<file path="config.mk">
export PLATFORM = sky130hd
export DESIGN_NAME = sort_then_binary_search_table_top
export DESIGN_NICKNAME = d
export VERILOG_FILES = /design/src/rtl/core/stbs_pkg.sv /design/src/rtl/core/stbs_datapath.sv /design/src/rtl/core/stbs_ctrl.sv /design/src/rtl/core/sort_then_binary_search_table_top.sv
export SDC_FILE = /design/constraint.sdc
export NUM_CORES = 1
export LEC_CHECK = 0
export ABC_CLOCK_PERIOD_IN_PS = 10300
export BUFFER_PORTS_ARGS = -buffer_cell sky130_fd_sc_hd__buf_4
export CAP_MARGIN = 20
export CORE_MARGIN = 1.5
export CORE_UTILIZATION = 56
export CTS_CLUSTER_SIZE = 10
export DETAILED_ROUTE_END_ITERATION = 10
export GPL_ROUTABILITY_DRIVEN = 0
export PLACE_DENSITY_LB_ADDON = 0.1
export SYNTH_ARGS = -nofsm -noshare
export SYNTH_HDL_FRONTEND = slang
export SYNTH_SLANG_ARGS = --single-unit
</file>
<file path="constraint.sdc">
create_clock -name clk -period 10.3 [get_ports clk]
set_clock_uncertainty 0.05 [all_clocks]
set_input_delay 2.06 -clock clk [delete_from_list [all_inputs] [get_ports clk]]
set_output_delay 2.06 -clock clk [all_outputs]
set_load 0.02 [all_outputs]
</file>
<file path="src/rtl/core/stbs_pkg.sv">
`timescale 1ns / 1ps
// ----------------------------------------------------------------------------
// stbs_pkg
// shared types and constants for the sorted lookup table
// ----------------------------------------------------------------------------
package stbs_pkg;

    localparam int TABLE_DEPTH_DEF = 16;
    localparam int VALUE_W         = 32;
    localparam int POS_W           = 4;

    // request type codes
    localparam logic REQ_LOAD   = 1'b0;
    localparam logic REQ_SEARCH = 1'b1;

    typedef enum logic [2:0] {
        ST_IDLE,
        ST_SORT_START,
        ST_SORT_SCAN,
        ST_SORT_WR_LO,
        ST_SORT_WR_HI,
        ST_SRCH_RD,
        ST_SRCH_CMP,
        ST_RESULT
    } state_t;

    // controller to datapath commands
    typedef struct packed {
        logic load;
        logic srch_start;
        logic sort_start;
        logic scan_step;
        logic swap_lo;
        logic swap_hi;
        logic srch_issue;
        logic srch_miss;
        logic srch_cmp;
        logic res_write;
    } dp_cmd_t;

    // datapath to controller status
    typedef struct packed {
        logic sort_trivial;
        logic scan_done;
        logic sort_last;
        logic range_empty;
        logic key_eq;
    } dp_stat_t;

endpackage

</file>
<file path="src/rtl/core/stbs_datapath.sv">
`timescale 1ns / 1ps
// ----------------------------------------------------------------------------
// stbs_datapath
// value memory, entry count, selection sort scan and binary search registers
// ----------------------------------------------------------------------------
module stbs_datapath #(
    parameter int TABLE_DEPTH = stbs_pkg::TABLE_DEPTH_DEF
) (
    input  logic                                   clk,
    input  logic                                   rst_n,
    input  stbs_pkg::dp_cmd_t                      cmd,
    output stbs_pkg::dp_stat_t                     stat,
    input  logic                                   set_last,
    input  logic signed [stbs_pkg::VALUE_W-1:0]    load_value,
    input  logic signed [stbs_pkg::VALUE_W-1:0]    search_key,
    output logic                                   found,
    output logic        [stbs_pkg::POS_W-1:0]      position
);
    import stbs_pkg::*;

    localparam int IW = $clog2(TABLE_DEPTH);
    localparam int CW = $clog2(TABLE_DEPTH + 1);
    localparam logic [CW-1:0] DEPTH_C = CW'(TABLE_DEPTH);
    localparam logic [CW-1:0] ONE_C   = CW'(1);
    localparam logic [CW-1:0] TWO_C   = CW'(2);

    logic signed [VALUE_W-1:0] mem [TABLE_DEPTH];

    logic [CW-1:0] count_reg, count_next;
    logic          open_reg, open_next;
    logic          pend_reg, pend_next;
    logic [CW-1:0] i_reg, i_next;
    logic [CW-1:0] j_reg, j_next;
    logic [CW-1:0] m_reg, m_next;
    logic [CW-1:0] pend_idx_reg, pend_idx_next;
    logic          first_reg, first_next;
    logic          pend_first_reg, pend_first_next;
    logic signed [VALUE_W-1:0] min_reg, min_next;
    logic signed [VALUE_W-1:0] vi_reg, vi_next;
    logic [CW-1:0] lo_reg, lo_next;
    logic [CW-1:0] hi_reg, hi_next;     // exclusive upper end
    logic [CW-1:0] mid_reg, mid_next;
    logic signed [VALUE_W-1:0] key_reg, key_next;
    logic          hit_reg, hit_next;
    logic [POS_W-1:0] pos_reg, pos_next;
    logic          found_reg, found_next;
    logic [POS_W-1:0] position_reg, position_next;
    logic signed [VALUE_W-1:0] rd_data_reg;

    logic          wr_en;
    logic [IW-1:0] wr_addr;
    logic signed [VALUE_W-1:0] wr_data;
    logic          rd_en;
    logic [IW-1:0] rd_addr;

    logic [CW-1:0]       count_base;
    logic [CW:0]         mid_sum;
    logic [CW-1:0]       mid;
    logic [CW+POS_W-1:0] mid_ext;
    logic                scan_issue;

    // floored midpoint of the inclusive range lo..hi-1
    assign mid_sum = {1'b0, lo_reg} + {1'b0, hi_reg} - {{CW{1'b0}}, 1'b1};
    assign mid     = mid_sum[CW:1];
    assign mid_ext = {{POS_W{1'b0}}, mid_reg};

    assign count_base = open_reg ? count_reg : '0;
    assign scan_issue = cmd.scan_step && (j_reg < count_reg);

    assign rd_en   = scan_issue || cmd.srch_issue;
    assign rd_addr = cmd.scan_step ? j_reg[IW-1:0] : mid[IW-1:0];

    assign stat.sort_trivial = count_reg < TWO_C;
    assign stat.scan_done    = (j_reg >= count_reg) && !pend_reg;
    assign stat.sort_last    = (i_reg + ONE_C) >= count_reg;
    assign stat.range_empty  = lo_reg >= hi_reg;
    assign stat.key_eq       = rd_data_reg == key_reg;

    always_comb
    begin
        count_next      = count_reg;
        open_next       = open_reg;
        pend_next       = 1'b0;
        i_next          = i_reg;
        j_next          = j_reg;
        m_next          = m_reg;
        pend_idx_next   = pend_idx_reg;
        first_next      = first_reg;
        pend_first_next = pend_first_reg;
        min_next        = min_reg;
        vi_next         = vi_reg;
        lo_next         = lo_reg;
        hi_next         = hi_reg;
        mid_next        = mid_reg;
        key_next        = key_reg;
        hit_next        = hit_reg;
        pos_next        = pos_reg;
        found_next      = found_reg;
        position_next   = position_reg;
        wr_en           = 1'b0;
        wr_addr         = i_reg[IW-1:0];
        wr_data         = min_reg;

        if (cmd.load)
        begin
            open_next = !set_last;
            if (count_base < DEPTH_C)
            begin
                wr_en      = 1'b1;
                wr_addr    = count_base[IW-1:0];
                wr_data    = load_value;
                count_next = count_base + ONE_C;
            end
            else
            begin
                count_next = count_base;
            end
        end

        if (cmd.sort_start)
        begin
            i_next     = '0;
            j_next     = '0;
            first_next = 1'b1;
        end

        if (cmd.scan_step)
        begin
            pend_next       = scan_issue;
            pend_first_next = first_reg;
            pend_idx_next   = j_reg;
            if (scan_issue)
            begin
                j_next     = j_reg + ONE_C;
                first_next = 1'b0;
            end
            if (pend_reg)
            begin
                if (pend_first_reg || (rd_data_reg < min_reg))
                begin
                    min_next = rd_data_reg;
                    m_next   = pend_idx_reg;
                end
                if (pend_first_reg)
                begin
                    vi_next = rd_data_reg;
                end
            end
        end

        if (cmd.swap_lo)
        begin
            wr_en   = 1'b1;
            wr_addr = i_reg[IW-1:0];
            wr_data = min_reg;
        end

        if (cmd.swap_hi)
        begin
            wr_en      = 1'b1;
            wr_addr    = m_reg[IW-1:0];
            wr_data    = vi_reg;
            i_next     = i_reg + ONE_C;
            j_next     = i_reg + ONE_C;
            first_next = 1'b1;
        end

        if (cmd.srch_start)
        begin
            key_next = search_key;
            lo_next  = '0;
            hi_next  = count_reg;
        end

        if (cmd.srch_issue)
        begin
            mid_next = mid;
        end

        if (cmd.srch_miss)
        begin
            hit_next = 1'b0;
            pos_next = '0;
        end

        if (cmd.srch_cmp)
        begin
            if (rd_data_reg == key_reg)
            begin
                hit_next = 1'b1;
                pos_next = mid_ext[POS_W-1:0];
            end
            else if (key_reg < rd_data_reg)
            begin
                hi_next = mid_reg;
            end
            else
            begin
                lo_next = mid_reg + ONE_C;
            end
        end

        if (cmd.res_write)
        begin
            found_next    = hit_reg;
            position_next = pos_reg;
        end
    end

    always_ff @(posedge clk or negedge rst_n)
    begin
        if (!rst_n)
        begin
            count_reg <= '0;
            open_reg  <= 1'b0;
            pend_reg  <= 1'b0;
        end
        else
        begin
            count_reg <= count_next;
            open_reg  <= open_next;
            pend_reg  <= pend_next;
        end
    end

    always_ff @(posedge clk)
    begin
        i_reg          <= i_next;
        j_reg          <= j_next;
        m_reg          <= m_next;
        pend_idx_reg   <= pend_idx_next;
        first_reg      <= first_next;
        pend_first_reg <= pend_first_next;
        min_reg        <= min_next;
        vi_reg         <= vi_next;
        lo_reg         <= lo_next;
        hi_reg         <= hi_next;
        mid_reg        <= mid_next;
        key_reg        <= key_next;
        hit_reg        <= hit_next;
        pos_reg        <= pos_next;
        found_reg      <= found_next;
        position_reg   <= position_next;
    end

    // value memory, one write and one registered read port
    always_ff @(posedge clk)
    begin
        if (wr_en)
        begin
            mem[wr_addr] <= wr_data;
        end
        if (rd_en)
        begin
            rd_data_reg <= mem[rd_addr];
        end
    end

    assign found    = found_reg;
    assign position = position_reg;

    count_in_range: assert property (@(posedge clk) disable iff (!rst_n)
        count_reg <= DEPTH_C)
        else $error("entry count beyond table depth");

    swap_in_range: assert property (@(posedge clk) disable iff (!rst_n)
        cmd.swap_lo |-> (m_reg < count_reg) && (i_reg < count_reg) && (m_reg >= i_reg))
        else $error("swap indices outside the unsorted range");

    probe_in_range: assert property (@(posedge clk) disable iff (!rst_n)
        cmd.srch_cmp |-> (mid_reg < count_reg))
        else $error("search probe beyond the stored entries");

endmodule

</file>
<file path="src/rtl/core/stbs_ctrl.sv">
`timescale 1ns / 1ps
// ----------------------------------------------------------------------------
// stbs_ctrl
// request sequencing for load, sort and search, plus result handshake
// ----------------------------------------------------------------------------
module stbs_ctrl (
    input  logic               clk,
    input  logic               rst_n,
    input  logic               in_valid,
    output logic               in_stall,
    input  logic               req_type,
    input  logic               set_last,
    output logic               out_valid,
    input  logic               out_stall,
    output stbs_pkg::dp_cmd_t  cmd,
    input  stbs_pkg::dp_stat_t stat
);
    import stbs_pkg::*;

    state_t state_reg, state_next;
    logic   out_valid_reg, out_valid_next;
    logic   out_free;

    assign out_free = !out_valid_reg || !out_stall;

    always_comb
    begin
        state_next = state_reg;
        cmd        = '0;
        in_stall   = 1'b1;

        case (state_reg)
            ST_IDLE:
            begin
                in_stall = 1'b0;
                if (in_valid)
                begin
                    if (req_type == REQ_LOAD)
                    begin
                        cmd.load = 1'b1;
                        if (set_last)
                        begin
                            state_next = ST_SORT_START;
                        end
                    end
                    else
                    begin
                        cmd.srch_start = 1'b1;
                        state_next     = ST_SRCH_RD;
                    end
                end
            end
            ST_SORT_START:
            begin
                if (stat.sort_trivial)
                begin
                    state_next = ST_IDLE;
                end
                else
                begin
                    cmd.sort_start = 1'b1;
                    state_next     = ST_SORT_SCAN;
                end
            end
            ST_SORT_SCAN:
            begin
                if (stat.scan_done)
                begin
                    state_next = ST_SORT_WR_LO;
                end
                else
                begin
                    cmd.scan_step = 1'b1;
                end
            end
            ST_SORT_WR_LO:
            begin
                cmd.swap_lo = 1'b1;
                state_next  = ST_SORT_WR_HI;
            end
            ST_SORT_WR_HI:
            begin
                cmd.swap_hi = 1'b1;
                // the last position is already in place
                state_next  = stat.sort_last ? ST_IDLE : ST_SORT_SCAN;
                if (stat.sort_last)
                begin
                    state_next = ST_IDLE;
                end
            end
            ST_SRCH_RD:
            begin
                if (stat.range_empty)
                begin
                    cmd.srch_miss = 1'b1;
                    state_next    = ST_RESULT;
                end
                else
                begin
                    cmd.srch_issue = 1'b1;
                    state_next     = ST_SRCH_CMP;
                end
            end
            ST_SRCH_CMP:
            begin
                cmd.srch_cmp = 1'b1;
                state_next   = stat.key_eq ? ST_RESULT : ST_SRCH_RD;
            end
            ST_RESULT:
            begin
                if (out_free)
                begin
                    cmd.res_write = 1'b1;
                    state_next    = ST_IDLE;
                end
            end
            default:
            begin
                state_next = ST_IDLE;
            end
        endcase

        out_valid_next = cmd.res_write || (out_valid_reg && out_stall);
    end

    always_ff @(posedge clk or negedge rst_n)
    begin
        if (!rst_n)
        begin
            state_reg     <= ST_IDLE;
            out_valid_reg <= 1'b0;
        end
        else
        begin
            state_reg     <= state_next;
            out_valid_reg <= out_valid_next;
        end
    end

    assign out_valid = out_valid_reg;

    result_from_search: assert property (@(posedge clk) disable iff (!rst_n)
        $rose(out_valid_reg) |-> $past(state_reg == ST_RESULT))
        else $error("result raised outside the result state");

    sort_blocks_input: assert property (@(posedge clk) disable iff (!rst_n)
        (cmd.load && set_last) |=> (state_reg == ST_SORT_START) && in_stall)
        else $error("closing load did not start the sort");

endmodule

</file>
<file path="src/rtl/core/sort_then_binary_search_table_top.sv">
`timescale 1ns / 1ps
// ----------------------------------------------------------------------------
// sort_then_binary_search_table_top: sorted lookup table with binary search
// load: accepted only while idle; a closing load then holds the input through
//   a selection sort on n >= 2 entries (just the sort-start check otherwise)
// search: each probe is a registered memory read, then a compare; at most
//   ceil(log2(n+1)) probes; one request in work at a time
// reset: asynchronous, empties the table and closes any open set
// ----------------------------------------------------------------------------
module sort_then_binary_search_table_top #(
    parameter int TABLE_DEPTH = stbs_pkg::TABLE_DEPTH_DEF
) (
    input  logic                                clk,
    input  logic                                rst_n,
    // request channel
    input  logic                                in_valid,
    output logic                                in_stall,
    input  logic                                req_type,
    input  logic signed [stbs_pkg::VALUE_W-1:0] load_value,
    input  logic                                set_last,
    input  logic signed [stbs_pkg::VALUE_W-1:0] search_key,
    // result channel
    output logic                                out_valid,
    input  logic                                out_stall,
    output logic                                found,
    output logic        [stbs_pkg::POS_W-1:0]   position
);
    import stbs_pkg::*;

    // command and status between the sequencer and the datapath
    dp_cmd_t  cmd;
    dp_stat_t stat;

    // sequencer: takes a request only when idle, walks the sort passes and
    // search probes, and parks a finished search until the result register
    // is free; new requests stall while a finished search is parked
    stbs_ctrl u_ctrl (
        .clk       (clk),
        .rst_n     (rst_n),
        .in_valid  (in_valid),
        .in_stall  (in_stall),
        .req_type  (req_type),
        .set_last  (set_last),
        .out_valid (out_valid),
        .out_stall (out_stall),
        .cmd       (cmd),
        .stat      (stat)
    );

    // datapath: value memory with entry count and open-set flag, min-finding
    // scan for the selection sort, lo/hi range for the search, result register
    stbs_datapath #(
        .TABLE_DEPTH (TABLE_DEPTH)
    ) u_datapath (
        .clk        (clk),
        .rst_n      (rst_n),
        .cmd        (cmd),
        .stat       (stat),
        .set_last   (set_last),
        .load_value (load_value),
        .search_key (search_key),
        .found      (found),
        .position   (position)
    );

endmodule
</file>
==> flow_summary.ini, run 1 <==
[outcome]
status = finished, final reports clean

[timing]
rsz0062_at_grt = no
maxSlewViolCount = 0
finalSetupViolCount = 0
post-route-period-util_pct = 49.6
worst_pin_slew_ns = 1.07
fin_crit_ns = 5.11
hold-worst-slack_ns = 0.369
final-hold-violation-count = 0
fmaxAchievable_ghz = 0.196
fin_ws_ns = 5.19
slew_headroom_pct = 28.7
finalSetupTns_ns = 0

[logic_synthesis]
ys_ff_latch = 696
netlist_top_cells_area = edfxtp_1, mux2i_1, ha_1
postSynthCellCount = 1837
syn-num-nets = 1999
synth_cell_types = 60
async_flop_share_pct = 1.58
synth_top_area_share_pct = 69.4
syn_area_um2 = 28700
yosysSeqAreaShare_pct = 71.9
synth.most_common_cell = edfxtp_1
ys_warn_count = 0
synth_edf_count = 664
yosys-top-cells-count = edfxtp_1, mux2i_1, o22ai_1
synth.avg_cell_area_um2 = 15.6
synth_area_leader_cell = edfxtp_1
synthFlopType = edfxtp_1

[routing]
drt_iter0_drc = 1352
vias_per_cell = 5.98
routed_wl_um = 65200
ant_nets = 0
drc_errors = 0
wire_per_inst_um = 24.3
routed-via-count = 16000
drt-pass1-iter-count = 5

[setup_path]
cp.arrival_ns = 5.33
crit_path_start_kind = input pin
slowest_delay_ns = 0.62
required_ns = 10.52
worst_path_most_repeated_cell = buf_4
worstSetupEndpointType = flop
crit_slowest_cell = or4b_2
path_class = input pin to flop
reg2reg_depth = 10
worstSetupEndpoint = u_datapath.mem[9][30]
timing.rr.start = u_datapath.count_reg[2]
crit_start = in_valid
cp_max_fo = 38
r2r_slack_ns = 5.27
path_cells = buf_4 > or4b_2 > nor3b_2 > buf_4 > and3_1 > a21oi_1 > o21ai_0 > nand2_1 > nor2_4 > buf_4
r2r-end = u_datapath.rd_data_reg[19]

[clock_network]
post_cts_buffers = 0
cts_buffer_depth = 3
cts_hold_buf = 0
clock_latency_ns = 0.61
tritoncts = built
clock-sinks = 696
cts_buffers = 81
path_clk_slew_ns = 0.05
cts_resized = 0
cts_root_buffer = clkbuf_16
cts-htree-levels = 3

[final_layout]
largest_reg_flops = 512
top_register = u_datapath.mem
layout-drive-gt1-share_pct = 13.7
syn2layout_area_growth_pct = 13.1
instances_no_fill = 2677
nNetsFinal = 2143
diodes = 0

[grt]
grt_max_degree = 89
grt_usage_pct = 25.1
grt_overflow = 0
grt_pass1_vias = 16000
antenna_found_initial = 2
grt_first_pass_wirelength_um = 97900

[placed_design]
port_buffers = 76
dpl.hpwl_um = 38100
dp.cells = 2546
post-place-ws_ns = 4.62

[floorplanning]
fp.dieH_um = 229
die_w_um = 229
core_um2 = 50400
placementRows = 82
initial_core_util_pct = 57.0
ios = 77
die_area_um2 = 52700

[worst_hold_path]
min_path_type = flop to flop

[run]
cap_violations = 0
worst min-delay path by stage:
stage                                     startpoint                   to  cells past startpoint
final                     u_datapath.pend_idx_reg[3]  u_datapath.m_reg[3]                      0
after global routing      u_datapath.pend_idx_reg[3]  u_datapath.m_reg[3]                      0
after CTS                 u_datapath.pend_idx_reg[1]  u_datapath.m_reg[1]                      0
after detailed placement  u_datapath.pend_idx_reg[0]  u_datapath.m_reg[0]                      0
after global placement    u_datapath.pend_idx_reg[0]  u_datapath.m_reg[0]                      0
after floorplan           u_datapath.pend_idx_reg[0]  u_datapath.m_reg[0]                      0
cell families after synthesis:
group	after synthesis	share of synthesized area, %
buffers and inverters	178	2.92
flip-flops	696	71.9
AND/OR/NAND/NOR	297	4.98
AO/OA/AOI/OAI	288	6.23
adder cells (fa/ha/maj)	92	4.03
XOR/XNOR	11	0.335
multiplexers	275	9.65
per-layer routing:
metal	wire length (µm)	up-vias	global-route usage, %	share of wire [%]
li1	-	7335	-	-
met5	20	-	0	0.031
met1	28500	8025	34.8	44
met2	30700	512	40.4	47
met3	3940	122	4.72	6.1
met4	1930	4	8.33	3.0
cells in the final DEF (no fill, tap or decap), drive strengths merged, types with 3 or more instances in the layout:
| cell | instances |
|---|---|
| edfxtp | 664 |
| mux2i | 267 |
| o22ai | 129 |
| buf | 127 |
| nand2 | 119 |
| clkbuf | 112 |
| inv | 103 |
| ha | 91 |
| nor2 | 65 |
| a21oi | 43 |
| o21ai | 39 |
| a31oi | 34 |
| or4 | 32 |
| dfxtp | 21 |
| nand3 | 19 |
| a21o | 16 |
| nand4 | 15 |
| dfrtp | 11 |
| mux2 | 8 |
| and2 | 7 |
| nor3 | 7 |
| nand2b | 7 |
| xor2 | 6 |
| o21a | 6 |
| or2 | 6 |
| xnor2 | 5 |
| nor2b | 5 |
| o21bai | 5 |
| and3 | 5 |
| or3 | 4 |
| clkinv | 3 |
worst max-delay path: cells and delay by family:
family	cells	cell delay, ns
AO/OA/AOI/OAI	2	0.29
buffers and inverters	3	1.09
AND/OR/NAND/NOR	5	1.85
metrics by stage:
stage,util [%],cell area [µm²]
floorplan,-,28700
global placement,59.7,30100
detailed placement,59.8,30100
CTS,64.1,32300
global route,64.5,32500
finish,64.5,32500
area by class of cell:
cell class                 count  area, µm²
sequential                   696      20600
fill                        3598      17900
multi-input combinational    963       7410
clock buffer                 101       2140
timing repair buffer         138       1040
tap                          672        841
inverter                     101        379
clock inverter                 6       48.8
Power of run 1 is left out: the tool's default activity adds up to more than one toggle a clock period on the data nets, which glitch-free logic cannot reach.
==> run 2: changes to the inputs <==
- ABC_AREA: unset -> 1
- ABC_CLOCK_PERIOD_IN_PS: 10300 -> 4800
- clock period: 10.3 -> 4.8 ns (I/O delays scaled with it)
==> flow_summary.ini, run 2 <==
[clock_network]
cts_root_buffer = clkbuf_16
clock_latency_ns = 0.61
cts_buffers = 80
tritoncts = built
cts_resized = 0
clock-sinks = 696
cts-htree-levels = 3
post_cts_buffers = 0
path_clk_slew_ns = 0.06
cts_hold_buf = 0
cts_buffer_depth = 3

[timing]
post-route-period-util_pct = 78.2
maxSlewViolCount = 0
finalSetupViolCount = 0
final-hold-violation-count = 0
fin_ws_ns = 1.05
slew_headroom_pct = 30.0
fin_crit_ns = 3.75
rsz0062_at_grt = no
fmaxAchievable_ghz = 0.266
finalSetupTns_ns = 0
worst_pin_slew_ns = 1.05

[routing]
wire_per_inst_um = 19.9
vias_per_cell = 5.49
routed-via-count = 21800
routed_wl_um = 79100
drt-pass1-iter-count = 6
drc_errors = 0
ant_nets = 0
drt_iter0_drc = 2042

[grt]
grt_usage_pct = 27.5
antenna_found_initial = 1
grt_pass1_vias = 21400
grt_first_pass_wirelength_um = 124000
grt_overflow = 0
grt_max_degree = 129

[setup_path]
cp.arrival_ns = 4.06
slowest_delay_ns = 0.53
path_cells = inv_1 > ha_1 > nand2_1 > inv_2 > nand2_1 > nand2_1 > nor2_2 > nand2_2 > nand2_4 > inv_2 > o21ai_4 > buf_4 > buf_4 > nand3_1 > nand3_1 > nand2_1
required_ns = 5.11
cp_max_fo = 37
reg2reg_depth = 16
worst_path_most_repeated_cell = nand2_1
path_class = flop to flop
crit_path_start_kind = flop
crit_slowest_cell = buf_4
worstSetupEndpointType = flop

[logic_synthesis]
yosys-top-cells-count = inv_1, edfxtp_1, nand3_1
synth_cell_types = 43
synth_top_area_share_pct = 62.6
syn-num-nets = 3253
synth_edf_count = 664
ys_warn_count = 0
syn_area_um2 = 31900
synth.avg_cell_area_um2 = 10.3
async_flop_share_pct = 1.58
netlist_top_cells_area = edfxtp_1, nand3_1, inv_1
synth_area_leader_cell = edfxtp_1
synthFlopType = edfxtp_1
yosysSeqAreaShare_pct = 64.8
ys_ff_latch = 696
postSynthCellCount = 3091
synth.most_common_cell = inv_1

[final_layout]
diodes = 0
layout-drive-gt1-share_pct = 9.22
nNetsFinal = 3362
syn2layout_area_growth_pct = 12.6
mostFrequentLayoutCells = inv_1, edfxtp_1, nand3_1
nFillCells = 4442
layout_commonest_cell = inv_1
top_register = u_datapath.mem
largest_reg_flops = 512

[floorplanning]
die_area_um2 = 58300
ios = 77
fp.dieH_um = 242
placementRows = 87
die_w_um = 242
initial_core_util_pct = 56.6
core_um2 = 56300

[run]
cap_violations = 0

[outcome]
status = finished, final reports clean

[placed_design]
post-place-ws_ns = 0.874
dpl.hpwl_um = 47400
port_buffers = 76

[worst_hold_path]
min_path_type = input pin to async pin
run 2: cell count changes after synthesis, moves of 16 or more:
| cell | change |
|---|---|
| nand3_1 | +628 |
| inv_1 | +565 |
| nand2_1 | +434 |
| mux2i_1 | -266 |
| o22ai_1 | -127 |
| a21oi_1 | +56 |
| buf_2 | +54 |
| or4_1 | -32 |
| a31oi_1 | -31 |
| nor2_1 | +19 |
| a21o_1 | -16 |
run 2: routing by layer:
layer	vias up	global-route usage [%]	share of wire [%]
li1	10400	-	-
met2	930	43.5	46
met1	10400	39.4	43
met3	122	4.92	8.7
met4	0	7.73	2.1
met5	-	0	0
run 2: area by class of cell:
type / count / area (µm²) / share of cell area (%)
multi-input combinational: 1589 / 8250 / 23.0
inverter: 671 / 2520 / 7.02
timing repair buffer: 162 / 1340 / 3.74
sequential: 696 / 20600 / 57.5
clock inverter: 5 / 42.5 / 0.119
clock buffer: 97 / 2130 / 5.94
tap: 756 / 946 / 2.64
run 2: worst max-delay path, delay by kind of cell, from the launching register on:
family	cells	cell delay, ns
adder cells (fa/ha/maj)	1	0.30
AO/OA/AOI/OAI	1	0.17
AND/OR/NAND/NOR	9	1.14
buffers and inverters	5	1.38
flip-flops	1	0.44
run 2: path summary, 6_finish.rpt:
kind	start	slack (ns)	to
setup / recovery	u_datapath.count_reg[4]	1.05	u_datapath.rd_data_reg[7]
hold / removal	rst_n	0.13	u_datapath.count_reg[3]
setup reg to reg	u_datapath.count_reg[4]	1.05	u_datapath.rd_data_reg[7]
hold reg to reg	u_datapath.pend_idx_reg[0]	0.37	u_datapath.m_reg[0]
max in group asynchronous	rst_n	4.42	u_ctrl.out_valid
min in group clk	u_datapath.pend_idx_reg[0]	0.37	u_datapath.m_reg[0]
run 2: kinds of logic after synthesis:
kind of cell               share of synthesized area (%)
buffers and inverters                               10.0
DFF                                                 64.8
xor gates and xnor gates                           0.192
and+or+nand+nor                                     18.6
adders and majority gates                           3.64
AOI/OAI and AO/OA                                   2.71
run 2: metrics by stage:
step	std cells	utilization [%]	instance area (µm²)	hold slack, ns
2_1_floorplan	3091	-	31900	0.350
3_3_place_gp	3873	59.8	33700	0.366
3_5_place_dp	3873	59.8	33700	0.364
4_1_cts	3975	63.7	35800	0.101
5_1_grt	3976	63.7	35900	0.106
6_report	3976	63.7	35900	0.125
Power of run 2 is left out for the same reason.
==> run 3: changes to the inputs <==
- ABC_CLOCK_PERIOD_IN_PS: 4800 -> 3510
- clock period: 4.8 -> 3.51 ns (I/O delays scaled with it)
==> flow_summary.ini, run 3 (synthesis results as in run 2) <==
[outcome]
status = finished, final reports clean

[final_layout]
final_area_um2 = 36300
regArea_um2 = 20600
largest_reg_flops = 512
top_register = u_datapath.mem
layout_commonest_cell = inv_1
syn2layout_area_growth_pct = 13.8
nNetsFinal = 3391
mostFrequentLayoutCells = inv_1, edfxtp_1, nand3_1
multi_input_area_um2 = 8250
nFillCells = 4411
layout-drive-gt1-share_pct = 9.90
diodes = 0

[setup_path]
crit_path_start_kind = flop
path_class = flop to flop
required_ns = 3.92
cp_max_fo = 22
worstSetupEndpointType = flop
cp.arrival_ns = 3.67

[routing]
vias_per_cell = 5.56
drc_errors = 0
drt_iter0_drc = 2103
wire_per_inst_um = 20.6
routed-via-count = 22300
drt-pass1-iter-count = 5
routed_wl_um = 82500
ant_nets = 0

[placed_design]
post-place-ws_ns = 0.303
port_buffers = 76
dpl.hpwl_um = 50900
placed_cell_area_um2 = 34100

[timing]
finalSetupViolCount = 0
fin_crit_ns = 3.27
worst_pin_slew_ns = 0.958
slew_headroom_pct = 36.0
fmaxAchievable_ghz = 0.306
maxSlewViolCount = 0
final-hold-violation-count = 0
rsz0062_at_grt = no
post-route-period-util_pct = 93.1
fin_ws_ns = 0.242

[clock_network]
cts_buffer_depth = 3
cts_root_buffer = clkbuf_16
cts_hold_buf = 1
cts_buffers = 80
tritoncts = built
clock-sinks = 696
path_clk_slew_ns = 0.06
clock_latency_ns = 0.62
cts_resized = 0
post_cts_buffers = 0
cts-htree-levels = 3

[run]
cap_violations = 0

[grt]
grt_usage_pct = 28.6
grt_pass1_vias = 21800
grt_overflow = 0
grt_max_degree = 79
grt_first_pass_wirelength_um = 127000
antenna_found_initial = 1

[floorplanning]
fp.dieH_um = 242
die_w_um = 242
core_um2 = 56300
ios = 77
placementRows = 87
initial_core_util_pct = 56.6
die_area_um2 = 58300

[worst_hold_path]
min_path_type = input pin to flop
==> run 3: final cells by class <==
| class | count | share of cell area, % |
|---|---|---|
| Clock buffer | 98 | 5.82 |
| Clock inverter | 6 | 0.124 |
| Inverter | 671 | 6.95 |
| Multi-Input combinational cell | 1589 | 22.7 |
| Sequential cell | 696 | 56.9 |
| Tap cell | 756 | 2.61 |
| Timing Repair Buffer | 191 | 4.86 |
==> run 3: worst paths after layout <==
kind	from	to	slack, ns	cells after the start
hold / removal	search_key[16]	u_datapath.key_reg[16]	0.21	1
setup reg to reg	u_datapath.count_reg[4]	u_datapath.rd_data_reg[23]	0.24	16
hold reg to reg	u_datapath.pend_idx_reg[3]	u_datapath.m_reg[3]	0.37	0
min in group asynchronous	rst_n	u_ctrl.state_reg[1]	0.42	2
max in group asynchronous	rst_n	u_datapath.count_reg[3]	2.84	2
setup / recovery	u_datapath.count_reg[4]	u_datapath.rd_data_reg[23]	0.24	16
==> run 3: worst max-delay path: stages (launching register included) <==
cell and delay (ns):
dfrtp_1 0.45, inv_1 0.14, ha_1 0.30, nand2_1 0.15
inv_2 0.04, nand2_1 0.06, nand2_1 0.06, nor2_2 0.14
nand2_2 0.13, nand2_4 0.22, inv_2 0.13, nand2_1 0.13
o21ai_4 0.07, inv_1 0.46, buf_12 0.29, nand3_1 0.14
nand2_1 0.14
==> run 3: metal layers <==
layer  global-route usage [%]  part of all wire [%]  vias to the layer above
met3                     5.75                   9.5                      151
met1                     39.8                    42                    10600
met5                        0                     0                        -
li1                         -                     -                    10500
met2                     45.2                    46                     1021
met4                     9.54                   2.8                        0
==> run 3: through the flow <==
stage          setup TNS [ns]  instances  utilization, %  hold slack (ns)
6_report                    0       4007            64.4            0.212
5_1_grt                     0       4007            64.4            0.180
4_1_cts                     0       4004            64.4            0.171
3_5_place_dp                0       3899            60.5            0.358
3_3_place_gp                0       3899            60.5            0.361
2_1_floorplan          -12.11       3091               -            0.350
Power of run 3 is left out for the same reason.
